**config.mk**
```make
export PLATFORM = sky130hd
export DESIGN_NAME = scaled_plane_descriptor_builder_core
export DESIGN_NICKNAME = d
export VERILOG_FILES = /design/src/spdb_pkg.sv /design/src/spdb_front.sv /design/src/spdb_fifo.sv /design/src/spdb_back.sv /design/src/scaled_plane_descriptor_builder_core.sv
export SDC_FILE = /design/constraint.sdc
export NUM_CORES = 2
export LEC_CHECK = 0
export BUFFER_PORTS_ARGS = -buffer_cell sky130_fd_sc_hd__buf_2
export CAP_MARGIN = 20
export CORE_AREA = 2 2 350 387
export CTS_CLUSTER_SIZE = 30
export DETAILED_ROUTE_END_ITERATION = 10
export DIE_AREA = 0 0 352 389
export PLACE_DENSITY = 0.84
export SLEW_MARGIN = 10
export SYNTH_ARGS = -nofsm -noshare
export SYNTH_HDL_FRONTEND = slang
export SYNTH_SLANG_ARGS = --single-unit
```
**constraint.sdc**
```tcl
create_clock -name clk_i -period 16 [get_ports clk_i]
set_input_delay 1.6 -clock clk_i [delete_from_list [all_inputs] [get_ports clk_i]]
set_output_delay 1.6 -clock clk_i [all_outputs]
set_load 0.005 [all_outputs]
```
**src/spdb_pkg.sv**
```systemverilog
package spdb_pkg;

  localparam int unsigned NUM_REGS = 7;
  localparam int unsigned ADDR_W   = 5;

  localparam logic [2:0] REG_GENERATION = 3'd0;
  localparam logic [2:0] REG_DISP_W     = 3'd1;
  localparam logic [2:0] REG_DISP_H     = 3'd2;
  localparam logic [2:0] REG_ASPECT     = 3'd3;
  localparam logic [2:0] REG_INT_SCALE  = 3'd4;
  localparam logic [2:0] REG_MODE       = 3'd5;
  localparam logic [2:0] REG_PHASE      = 3'd6;

  localparam logic [1:0] PS_RGB565 = 2'd0;
  localparam logic [1:0] PS_RGB888 = 2'd1;

  localparam logic [31:0] UNIT_SCALE   = 32'h0001_0000;
  localparam logic [11:0] PERMILLE_ONE = 12'd1000;
  localparam logic [31:0] FILL_WORD    = 32'hDEAD_BEEF;
  localparam logic [31:0] ALIAS_BITS   = 32'hC000_0000;
  localparam logic [31:0] END_WORD     = 32'h8000_0000;
  localparam logic [31:0] SIZE_FLAG    = 32'h4000_0000;
  localparam logic [31:0] NEW_POS_WORD = 32'h4000_FFF0;
  localparam logic [31:0] CTL_OLD      = 32'h4000_4000;
  localparam logic [31:0] CTL_NEW      = 32'h4000_5800;
  localparam logic [31:0] HEAD_OLD_U   = 32'h0700_0010;
  localparam logic [31:0] HEAD_OLD_S   = 32'h1000_1800;
  localparam logic [31:0] HEAD_NEW_U   = 32'h0800_8000;
  localparam logic [31:0] HEAD_NEW_S   = 32'h1100_0000;

  typedef struct packed {
    logic [11:0] src_width;
    logic [11:0] src_height;
    logic [11:0] crop_x;
    logic [11:0] crop_y;
    logic [11:0] full_width;
    logic [1:0]  pixel_size;
    logic [31:0] buffer_address;
    logic [31:0] kernel_word;
  } req_t;

  typedef struct packed {
    logic [31:0] list_word;
    logic [9:0]  word_index;
    logic        last_word;
  } res_t;

  typedef struct packed {
    logic        generation;
    logic [11:0] display_width;
    logic [11:0] display_height;
    logic [11:0] aspect_permille;
    logic        integer_scale;
    logic [1:0]  scaler_mode;
    logic [7:0]  scaler_phase;
  } cfg_t;

  typedef struct packed {
    logic        gen;
    logic        unity;
    logic [2:0]  fmt;
    logic [13:0] ox;
    logic [13:0] oy;
    logic [15:0] cw;
    logic [15:0] ch;
    logic [11:0] sw;
    logic [11:0] sh;
    logic [31:0] start;
    logic [13:0] pitch;
    logic [23:0] sx;
    logic [23:0] sy;
    logic [1:0]  mode;
    logic [7:0]  phase;
    logic [31:0] kern;
  } job_t;

  function automatic logic [25:0] times_bytes(input logic [25:0] x, input logic [1:0] ps);
    logic [25:0] r;
    case (ps)
      PS_RGB565: r = {x[24:0], 1'b0};
      PS_RGB888: r = {x[24:0], 1'b0} + x;
      default:   r = {x[23:0], 2'b00};
    endcase
    return r;
  endfunction

endpackage

```
**src/spdb_front.sv**
```systemverilog
module spdb_front (
  input  logic           clk_i,
  input  logic           rst_ni,
  input  logic           start_i,
  input  spdb_pkg::req_t req_i,
  input  spdb_pkg::cfg_t cfg_i,
  output logic           busy_o,
  output logic           push_o,
  output spdb_pkg::job_t job_o,
  input  logic           full_i
);
  import spdb_pkg::*;

  localparam logic [3:0] ST_IDLE   = 4'd0;
  localparam logic [3:0] ST_MUL1   = 4'd1;
  localparam logic [3:0] ST_D_SA   = 4'd2;
  localparam logic [3:0] ST_D_SX   = 4'd3;
  localparam logic [3:0] ST_D_SY   = 4'd4;
  localparam logic [3:0] ST_D_T    = 4'd5;
  localparam logic [3:0] ST_D_Q    = 4'd6;
  localparam logic [3:0] ST_D_S    = 4'd7;
  localparam logic [3:0] ST_MUL2   = 4'd8;
  localparam logic [3:0] ST_D_SX2  = 4'd9;
  localparam logic [3:0] ST_D_CW   = 4'd10;
  localparam logic [3:0] ST_D_CH   = 4'd11;
  localparam logic [3:0] ST_FIN    = 4'd12;

  // ceil(2^33 / 1000): (x * RECIP_1000) >> 33 equals x / 1000 for any x below 2^24
  localparam logic [23:0] RECIP_1000 = 24'h83126F;

  logic [3:0]  state_q, state_d;
  req_t        req_q;
  cfg_t        cfg_q;
  logic        unity_q;
  logic [23:0] p_sa_q, p_cf_q;
  logic [31:0] d1_q, sx_q, sy_q, scale_q, cw_q, ch_q;
  logic [47:0] sa_prod;

  // shared restoring divider, one quotient bit per cycle
  logic        div_act_q, div_done_q;
  logic [4:0]  div_cnt_q;
  logic [31:0] num_q, den_q, rem_q;
  logic [31:0] div_n, div_d;
  logic [32:0] rem_sh, rem_sub;
  logic        div_state;

  logic [31:0] sh16, sw16, dw32, dh32;
  logic [31:0] dx, dy, start_w;
  logic [25:0] cx_b, cf_b, fw_b;
  logic        unity_now;

  assign sh16 = {4'b0, req_q.src_height, 16'b0};
  assign sw16 = {4'b0, req_q.src_width, 16'b0};
  assign dw32 = {20'b0, cfg_q.display_width};
  assign dh32 = {20'b0, cfg_q.display_height};

  assign sa_prod = {24'b0, p_sa_q} * {24'b0, RECIP_1000};

  always_comb begin
    div_n = UNIT_SCALE;
    div_d = scale_q;
    div_state = 1'b1;
    case (state_q)
      ST_D_SX:  begin div_n = {d1_q[15:0], 16'b0}; div_d = dw32; end
      ST_D_SY:  begin div_n = sh16; div_d = dh32; end
      ST_D_T:   begin div_n = sh16; div_d = sx_q; end
      ST_D_Q:   begin div_n = UNIT_SCALE; div_d = scale_q; end
      ST_D_S:   begin div_n = UNIT_SCALE; div_d = scale_q; end
      ST_D_SX2: begin div_n = d1_q; div_d = {20'b0, cfg_q.aspect_permille}; end
      ST_D_CW:  begin div_n = sw16; div_d = sx_q; end
      ST_D_CH:  begin div_n = sh16; div_d = sy_q; end
      default:  div_state = 1'b0;
    endcase
  end

  assign rem_sh  = {rem_q, num_q[31]};
  assign rem_sub = rem_sh - {1'b0, den_q};

  always_ff @(posedge clk_i or negedge rst_ni) begin
    if (!rst_ni) begin
      div_act_q  <= 1'b0;
      div_done_q <= 1'b0;
      div_cnt_q  <= '0;
    end else if (div_act_q) begin
      div_cnt_q <= div_cnt_q + 5'd1;
      if (div_cnt_q == 5'd31) begin
        div_act_q  <= 1'b0;
        div_done_q <= 1'b1;
      end
    end else if (div_done_q) begin
      div_done_q <= 1'b0;
    end else if (div_state) begin
      div_act_q <= 1'b1;
      div_cnt_q <= '0;
    end
  end

  always_ff @(posedge clk_i) begin
    if (div_act_q) begin
      if (!rem_sub[32]) begin
        rem_q <= rem_sub[31:0];
      end else begin
        rem_q <= rem_sh[31:0];
      end
      num_q <= {num_q[30:0], ~rem_sub[32]};
    end else if (!div_done_q && div_state) begin
      num_q <= div_n;
      den_q <= div_d;
      rem_q <= '0;
    end
  end

  assign unity_now = (req_q.src_width == cfg_q.display_width) &&
                     (req_q.src_height == cfg_q.display_height) &&
                     (cfg_q.aspect_permille == PERMILLE_ONE);

  always_comb begin
    state_d = state_q;
    case (state_q)
      ST_IDLE:  if (start_i) state_d = ST_MUL1;
      ST_MUL1:  state_d = unity_now ? ST_FIN : ST_D_SA;
      ST_D_SA:  state_d = ST_D_SX;
      ST_D_SX:  if (div_done_q) state_d = ST_D_SY;
      ST_D_SY:  if (div_done_q) state_d = ST_D_T;
      ST_D_T:   if (div_done_q) state_d = cfg_q.integer_scale ? ST_D_Q : ST_MUL2;
      ST_D_Q:   if (div_done_q) state_d = (num_q == '0) ? ST_MUL2 : ST_D_S;
      ST_D_S:   if (div_done_q) state_d = ST_MUL2;
      ST_MUL2:  state_d = ST_D_SX2;
      ST_D_SX2: if (div_done_q) state_d = ST_D_CW;
      ST_D_CW:  if (div_done_q) state_d = ST_D_CH;
      ST_D_CH:  if (div_done_q) state_d = ST_FIN;
      ST_FIN:   if (!full_i) state_d = ST_IDLE;
      default:  state_d = ST_IDLE;
    endcase
  end

  always_ff @(posedge clk_i or negedge rst_ni) begin
    if (!rst_ni) begin
      state_q <= ST_IDLE;
    end else begin
      state_q <= state_d;
    end
  end

  always_ff @(posedge clk_i) begin
    case (state_q)
      ST_IDLE: if (start_i) begin
        req_q <= req_i;
        cfg_q <= cfg_i;
      end
      ST_MUL1: begin
        unity_q <= unity_now;
        p_sa_q  <= req_q.src_width * cfg_q.aspect_permille;
        p_cf_q  <= req_q.crop_y * req_q.full_width;
        cw_q    <= '0;
        ch_q    <= '0;
        sx_q    <= '0;
        sy_q    <= '0;
      end
      ST_D_SA:  d1_q <= {17'b0, sa_prod[47:33]};
      ST_D_SX:  if (div_done_q) sx_q <= num_q;
      ST_D_SY:  if (div_done_q) sy_q <= num_q;
      ST_D_T:   if (div_done_q) scale_q <= (num_q > dh32) ? sy_q : sx_q;
      // hold the integer ratio in scale_q until the snap division
      ST_D_Q:   if (div_done_q) scale_q <= (num_q == '0) ? UNIT_SCALE : num_q;
      ST_D_S:   if (div_done_q) scale_q <= num_q;
      ST_MUL2:  d1_q <= scale_q * 32'(PERMILLE_ONE);
      ST_D_SX2: if (div_done_q) begin
        sx_q <= num_q;
        sy_q <= scale_q;
      end
      ST_D_CW:  if (div_done_q) cw_q <= num_q;
      ST_D_CH:  if (div_done_q) ch_q <= num_q;
      default: ;
    endcase
  end

  assign dx   = dw32 - cw_q;
  assign dy   = dh32 - ch_q;
  assign cx_b = times_bytes({14'b0, req_q.crop_x}, req_q.pixel_size);
  assign cf_b = times_bytes({2'b0, p_cf_q}, req_q.pixel_size);
  assign fw_b = times_bytes({14'b0, req_q.full_width}, req_q.pixel_size);
  assign start_w = req_q.buffer_address + {6'b0, cx_b} + {6'b0, cf_b};

  always_comb begin
    job_o.gen   = cfg_q.generation;
    job_o.unity = unity_q;
    case (req_q.pixel_size)
      PS_RGB565: job_o.fmt = 3'd4;
      PS_RGB888: job_o.fmt = 3'd5;
      default:   job_o.fmt = 3'd0;
    endcase
    job_o.ox    = unity_q ? '0 : dx[14:1];
    job_o.oy    = unity_q ? '0 : dy[14:1];
    job_o.cw    = cw_q[15:0];
    job_o.ch    = ch_q[15:0];
    job_o.sw    = req_q.src_width;
    job_o.sh    = req_q.src_height;
    job_o.start = start_w;
    job_o.pitch = fw_b[13:0];
    job_o.sx    = sx_q[23:0];
    job_o.sy    = sy_q[23:0];
    job_o.mode  = cfg_q.scaler_mode;
    job_o.phase = cfg_q.scaler_phase;
    job_o.kern  = req_q.kernel_word;
  end

  assign push_o = (state_q == ST_FIN) && !full_i;
  assign busy_o = (state_q != ST_IDLE);

endmodule

```
**src/spdb_fifo.sv**
```systemverilog
module spdb_fifo (
  input  logic           clk_i,
  input  logic           rst_ni,
  input  logic           push_i,
  input  spdb_pkg::job_t job_i,
  output logic           full_o,
  input  logic           pop_i,
  output logic           empty_o,
  output spdb_pkg::job_t job_o
);
  import spdb_pkg::*;

  job_t       mem_q [2];
  logic       wptr_q, rptr_q;
  logic [1:0] cnt_q;

  always_ff @(posedge clk_i or negedge rst_ni) begin
    if (!rst_ni) begin
      wptr_q <= 1'b0;
      rptr_q <= 1'b0;
      cnt_q  <= '0;
    end else begin
      if (push_i) wptr_q <= ~wptr_q;
      if (pop_i)  rptr_q <= ~rptr_q;
      cnt_q <= cnt_q + {1'b0, push_i} - {1'b0, pop_i};
    end
  end

  always_ff @(posedge clk_i) begin
    if (push_i) mem_q[wptr_q] <= job_i;
  end

  assign job_o   = mem_q[rptr_q];
  assign full_o  = cnt_q[1];
  assign empty_o = (cnt_q == 2'd0);

endmodule

```
**src/spdb_back.sv**
```systemverilog
module spdb_back #(
  parameter int unsigned LIST_TOP = 768
) (
  input  logic           clk_i,
  input  logic           rst_ni,
  input  logic           empty_i,
  input  spdb_pkg::job_t job_i,
  output logic           pop_o,
  output logic           valid_o,
  output spdb_pkg::res_t res_o
);
  import spdb_pkg::*;

  localparam logic [9:0] TOP = LIST_TOP[9:0];

  job_t        job_q;
  logic        act_q;
  logic [4:0]  k_q;
  logic [4:0]  n, h, j;
  logic [31:0] ctl, head, pos0, pos1, pos2, scw_x, scw_y, word;
  logic        last;
  logic        valid_q;
  res_t        res_q;

  always_comb begin
    ctl  = (job_q.gen ? CTL_NEW : CTL_OLD) | {29'b0, job_q.fmt};
    pos1 = {job_q.ch, job_q.cw};
    pos2 = {4'b0, job_q.sh, 4'b0, job_q.sw};
    if (job_q.gen) begin
      pos0 = {2'b0, job_q.oy[13], 1'b0, job_q.oy[11:0],
              2'b0, job_q.ox[13], 1'b0, job_q.ox[11:0]};
    end else begin
      pos0 = {8'hFF, job_q.oy[11:0], job_q.ox[11:0]};
    end
    scw_x = {job_q.sx[23:22] | job_q.mode, job_q.sx[21:0], job_q.phase};
    scw_y = {job_q.sy[23:22] | job_q.mode, job_q.sy[21:0], job_q.phase};
    case ({job_q.gen, job_q.unity})
      2'b01:   begin h = 5'd3; head = ctl | HEAD_OLD_U; end
      2'b00:   begin h = 5'd4; head = ctl | HEAD_OLD_S; end
      2'b11:   begin h = 5'd4; head = ctl | HEAD_NEW_U; end
      default: begin h = 5'd5; head = ctl | HEAD_NEW_S; end
    endcase
    n    = h + (job_q.unity ? 5'd5 : 5'd13);
    j    = k_q - h;
    last = (k_q == n - 5'd1);
    word = '0;
    if (last) begin
      word = END_WORD;
    end else if (k_q < h) begin
      case ({job_q.gen, job_q.unity, k_q[2:0]})
        5'b00_000, 5'b01_000, 5'b10_000, 5'b11_000: word = head;
        5'b00_001, 5'b01_001, 5'b10_001, 5'b11_001: word = pos0;
        5'b01_010: word = pos2 | SIZE_FLAG;
        5'b00_010: word = pos1;
        5'b00_011: word = pos2 | SIZE_FLAG;
        5'b10_010, 5'b11_010: word = NEW_POS_WORD;
        5'b11_011: word = pos2;
        5'b10_011: word = pos1;
        5'b10_100: word = pos2;
        default:   word = '0;
      endcase
    end else begin
      case (j)
        5'd0, 5'd2: word = FILL_WORD;
        5'd1:       word = ALIAS_BITS | job_q.start;
        5'd3:       word = {18'b0, job_q.pitch};
        5'd5:       word = scw_x;
        5'd6:       word = scw_y;
        5'd8, 5'd9, 5'd10, 5'd11: word = job_q.kern;
        default:    word = '0;
      endcase
    end
  end

  assign pop_o = !act_q && !empty_i;

  always_ff @(posedge clk_i or negedge rst_ni) begin
    if (!rst_ni) begin
      act_q   <= 1'b0;
      k_q     <= '0;
      valid_q <= 1'b0;
    end else begin
      valid_q <= act_q;
      if (pop_o) begin
        act_q <= 1'b1;
        k_q   <= '0;
      end else if (act_q) begin
        k_q <= k_q + 5'd1;
        // drop out after the end-of-list word
        if (last) act_q <= 1'b0;
      end
    end
  end

  always_ff @(posedge clk_i) begin
    if (pop_o) job_q <= job_i;
    res_q.list_word  <= word;
    res_q.word_index <= TOP - {5'b0, n} + {5'b0, k_q};
    res_q.last_word  <= last;
  end

  assign valid_o = valid_q;
  assign res_o   = res_q;

  a_burst_contiguous: assert property (@(posedge clk_i) disable iff (!rst_ni)
    valid_q && !res_q.last_word |=> valid_q)
    else $error("word stream broken before end of list");

  a_index_step: assert property (@(posedge clk_i) disable iff (!rst_ni)
    valid_q && !res_q.last_word |=> res_q.word_index == $past(res_q.word_index) + 10'd1)
    else $error("word index did not advance");

  a_last_index: assert property (@(posedge clk_i) disable iff (!rst_ni)
    valid_q && res_q.last_word |-> res_q.word_index == TOP - 10'd1)
    else $error("list does not end below the top");

endmodule

```
**src/scaled_plane_descriptor_builder_core.sv**
```systemverilog
// channel  | direction | handshake                    | payload
// request  | in        | start high, busy low         | req_i (spdb_pkg::req_t)
// result   | out       | result_valid_o, one cycle    | res_o (spdb_pkg::res_t)
// config   | in/out    | APB write psel&penable&pwrite | paddr, pwdata, prdata
// After a unity request is taken busy stays high through ST_MUL1 and ST_FIN; after a
// scaled one through six divisions (seven or eight when snapping) on the single
// shared divider plus the four steps ST_MUL1, ST_D_SA, ST_MUL2 and ST_FIN.
// The back emits 8, 9, 17 or 18 words on consecutive cycles and idles between lists.
// A two-entry queue lets the front take the next request while words still go out;
// the front holds its finished job in its last step while the queue is full.
// Reset is asynchronous, active low; config registers return to their listed values.
// The result receiver cannot stall; words are never held.
module scaled_plane_descriptor_builder_core #(
  parameter int unsigned LIST_TOP = 768
) (
  input  logic                        clk_i,
  input  logic                        rst_ni,
  input  logic                        start,
  output logic                        busy,
  input  spdb_pkg::req_t              req_i,
  output logic                        result_valid_o,
  output spdb_pkg::res_t              res_o,
  input  logic                        psel,
  input  logic                        penable,
  input  logic                        pwrite,
  input  logic [spdb_pkg::ADDR_W-1:0] paddr,
  input  logic [31:0]                 pwdata,
  output logic [31:0]                 prdata,
  output logic                        pready
);
  import spdb_pkg::*;

  cfg_t       cfg_q;
  logic       wr_en;
  logic [2:0] reg_idx;
  logic       push, full, pop, empty;
  job_t       job_in, job_out;

  assign pready  = 1'b1;
  assign reg_idx = paddr[4:2];
  assign wr_en   = psel && penable && pwrite && pready;

  always_ff @(posedge clk_i or negedge rst_ni) begin
    if (!rst_ni) begin
      cfg_q.generation      <= 1'b0;
      cfg_q.display_width   <= 12'd1920;
      cfg_q.display_height  <= 12'd1080;
      cfg_q.aspect_permille <= PERMILLE_ONE;
      cfg_q.integer_scale   <= 1'b0;
      cfg_q.scaler_mode     <= 2'd0;
      cfg_q.scaler_phase    <= 8'd0;
    end else if (wr_en) begin
      case (reg_idx)
        REG_GENERATION: cfg_q.generation      <= pwdata[0];
        REG_DISP_W:     cfg_q.display_width   <= pwdata[11:0];
        REG_DISP_H:     cfg_q.display_height  <= pwdata[11:0];
        REG_ASPECT:     cfg_q.aspect_permille <= pwdata[11:0];
        REG_INT_SCALE:  cfg_q.integer_scale   <= pwdata[0];
        REG_MODE:       cfg_q.scaler_mode     <= pwdata[1:0];
        REG_PHASE:      cfg_q.scaler_phase    <= pwdata[7:0];
        default: ;
      endcase
    end
  end

  always_comb begin
    case (reg_idx)
      REG_GENERATION: prdata = {31'b0, cfg_q.generation};
      REG_DISP_W:     prdata = {20'b0, cfg_q.display_width};
      REG_DISP_H:     prdata = {20'b0, cfg_q.display_height};
      REG_ASPECT:     prdata = {20'b0, cfg_q.aspect_permille};
      REG_INT_SCALE:  prdata = {31'b0, cfg_q.integer_scale};
      REG_MODE:       prdata = {30'b0, cfg_q.scaler_mode};
      REG_PHASE:      prdata = {24'b0, cfg_q.scaler_phase};
      default:        prdata = '0;
    endcase
  end

  spdb_front u_front (
    .clk_i,
    .rst_ni,
    .start_i (start),
    .req_i,
    .cfg_i   (cfg_q),
    .busy_o  (busy),
    .push_o  (push),
    .job_o   (job_in),
    .full_i  (full)
  );

  spdb_fifo u_fifo (
    .clk_i,
    .rst_ni,
    .push_i  (push),
    .job_i   (job_in),
    .full_o  (full),
    .pop_i   (pop),
    .empty_o (empty),
    .job_o   (job_out)
  );

  spdb_back #(
    .LIST_TOP (LIST_TOP)
  ) u_back (
    .clk_i,
    .rst_ni,
    .empty_i (empty),
    .job_i   (job_out),
    .pop_o   (pop),
    .valid_o (result_valid_o),
    .res_o
  );

endmodule

```
==> reports/metrics.yaml <==
layout_min_cycle_time_ns: 7.99
globalplace.congestion: 0.983
drv_slew: 0
ys_ff_latch: 1249
synth_ff_type: "edfxtp_1"
ioPinCount: 247
cts_root_buf: "clkbuf_16"
rsz0062_at_grt: "no"
wirelength_um: 194000
insertion_delay_ns: 0.76
cts_tree: "built"
worstSetupStartpointType: "flop"
synth_top_area_share_pct: 44.5
synthDistinctLibCells: 83
worstPathArrival_ns: 8.47
status: "finished clean"
clkTransAtPathRegs_ns: 0.07
r2r_slack_ns: 8.01
fin_setup_tns_ns: 0
dp_hpwl_um: 138000
syn_inst: 6263
hold_buffers: 0
grt_pass1_wl_um: 298000
grt_max_degree: 155
cts.sinks: 1249
critPathKind: "reg2reg"
grt_pass1_vias: 51566
end_kind: "flop"
post_cts_resized: 0
areaGrowthSynthToFinish_pct: 8.75
final_cells: 8297
synth_top_area_cell: "edfxtp_1"
antenna_found_initial: 5
cts_setup_buffers: 0
maxCapViolations: 0
avgSynthCellArea_um2: 12.3
cts_buffer_depth: 3
finalNetCount: 7675
start_util_pct: 57.6
synth_area_leaders: "edfxtp_1 44%, fa_1 13%, ha_1 9.9%, inv_1 4.3%, mux2_2 4.2%"
die_area_um2: 137000
core_area_um2: 133000
numCtsBuffers: 112
final_antenna_net_count: 0
worst_slew_pin_slew_ns: 1.44
overflow: 0
min_path_cells: 0
drt_iter0_drc: 5876
fp.dieW_um: 352
syn_area_um2: 76700
final_common_cell: "edfxtp_1"
wl_per_cell_um: 23.4
drive_gt1_share_pct: 12.1
h-tree-depth: 3
r2r-end: "u_front.d1_q[13]"
min_to: "u_fifo.mem_q[1][164]"
gr-usage-all-layers_pct: 28.5
setup_viol: 0
ys.warnings.count: 0
placed_cells: 8077
synth_edf_count: 1137
clock.fmax_mhz: 125
cp.required_ns: 16.48
dr.pass1.iters: 9
slew_headroom_pct: 4.13
mostFrequentLayoutCells: "1137 x edfxtp_1, 882 x inv_1, 609 x ha_1, 490 x fa_1, 487 x nand2_1"
route.detailed.drc: 0
io_buffers: 200
num_rows: 141
min_from: "u_front.ch_q[4]"
vias: 50095
crit_fanout: 11
vias_per_cell: 6.04
skew_ns: 0.0618
hold_path_class: "reg2reg"
final_hold_viol_count: 0
r2r_start: "u_front.p_sa_q[16]"
die_y_um: 389
synth-seq-area-share_pct: 47.9
post-route-period-util_pct: 50.0
synthArstFlopShare_pct: 5.60
reg2regPathDepth: 21
cell type report:
cell class	count	area, µm²
fill	9462	49700
inverter	883	3320
antenna	5	12.5
tap	1787	2240
timing repair buffer	256	1440
clock inverter	78	897
sequential	1249	36800
clock buffer	134	2940
multi-input combinational	3905	35900
registers in the layout, indices dropped and copies added, names as in the netlist, 37 cells and up:
register	cells
cfg_q	48
u_fifo.mem_q	440
u_back.res_o	42
u_front.cfg_q	37
u_back.job_q	220
u_front.job_o	67
u_front.req_q	68
Yosys cell counts, types with 14 or more instances:
cell      count
a31oi_1      29
a221o_1      22
nand3_1      51
dfrtp_1      56
edfxtp_1   1137
buf_4        22
mux2_2      289
a21oi_1     227
nand2_1     488
a211oi_1     19
mux2i_1      75
nor3_1       66
ha_1        609
o21a_1       27
o31ai_1      16
nand2b_1     28
a222oi_1     52
dfstp_2      14
dfxtp_1      42
nand4_1      26
a22o_1       42
and2_1      134
o21bai_1     23
xnor2_1     150
nor2b_1      69
fa_1        490
and3_1       27
o21ai_0     196
a21o_1       87
or3_1        19
xor2_1       68
clkbuf_1    209
a221oi_1     34
inv_1       883
nor4_1       21
a41oi_1      18
nor2_1      290
a22oi_1      54
worst max-delay path: stages (launching register included):
cell       delay [ns]
edfxtp_1         0.71
fa_1             0.65
inv_1            0.06
fa_1             0.52
inv_1            0.04
ha_1             0.28
fa_1             0.49
fa_1             0.52
fa_1             0.50
inv_1            0.05
fa_1             0.47
inv_1            0.04
ha_1             0.32
a222oi_1         0.38
nand2_1          0.08
a2111oi_0        0.85
o2111ai_1        0.41
o2111ai_1        0.35
a21boi_0         0.20
o21a_1           0.23
or3_1            0.30
a31o_2           0.27
worst max path at each step:
stage / startpoint / end / slack [ns] / cells past startpoint
floorplan: u_front.state_q[1] / u_fifo.mem_q[0][0] / 4.71 / 5
global placement: u_front.p_sa_q[16] / u_front.d1_q[13] / 8.04 / 21
detailed placement: u_front.p_sa_q[16] / u_front.d1_q[13] / 7.99 / 21
CTS: u_front.p_sa_q[16] / u_front.d1_q[13] / 7.91 / 21
global route: u_front.p_sa_q[16] / u_front.d1_q[13] / 7.65 / 21
finish: u_front.p_sa_q[16] / u_front.d1_q[13] / 8.01 / 21
per-stage QoR:
stage / setup slack (ns) / utilization (%) / hold WS, ns / instance area (µm²)
finish: 8.01 / 62.7 / 0.448 / 83500
global route: 7.65 / 62.6 / 0.462 / 83400
CTS: 7.91 / 62.6 / 0.449 / 83400
detailed placement: 7.99 / 59.8 / 0.441 / 79600
global placement: 8.04 / 59.8 / 0.428 / 79600
floorplan: 4.71 / - / 0.352 / 76800
layer usage:
layer	share of wire, %	GRT usage, %	up-vias
li1	-	-	22097
met1	36	35.0	24792
met4	7.3	18.4	2
met5	0.0057	0	-
met3	9.4	5.02	582
met2	47	46.7	2622
cell families (layout without fill, tap and decap cells):
group           Yosys count  count (layout)  share of synthesized area, %
simple gates           1256            1256                          7.58
other cells               2              27                       0.00979
compound gates          945             945                          8.41
buf+inv                1129            1351                          5.68
flops                  1249            1249                          47.9
fa+ha+maj              1099            1099                          22.7
xor+xnor                218             218                          2.49
mux                     365             365                          5.24
Power is not shown: default switching activity piles up to over one toggle a cycle in this logic, so the estimate is an artifact.
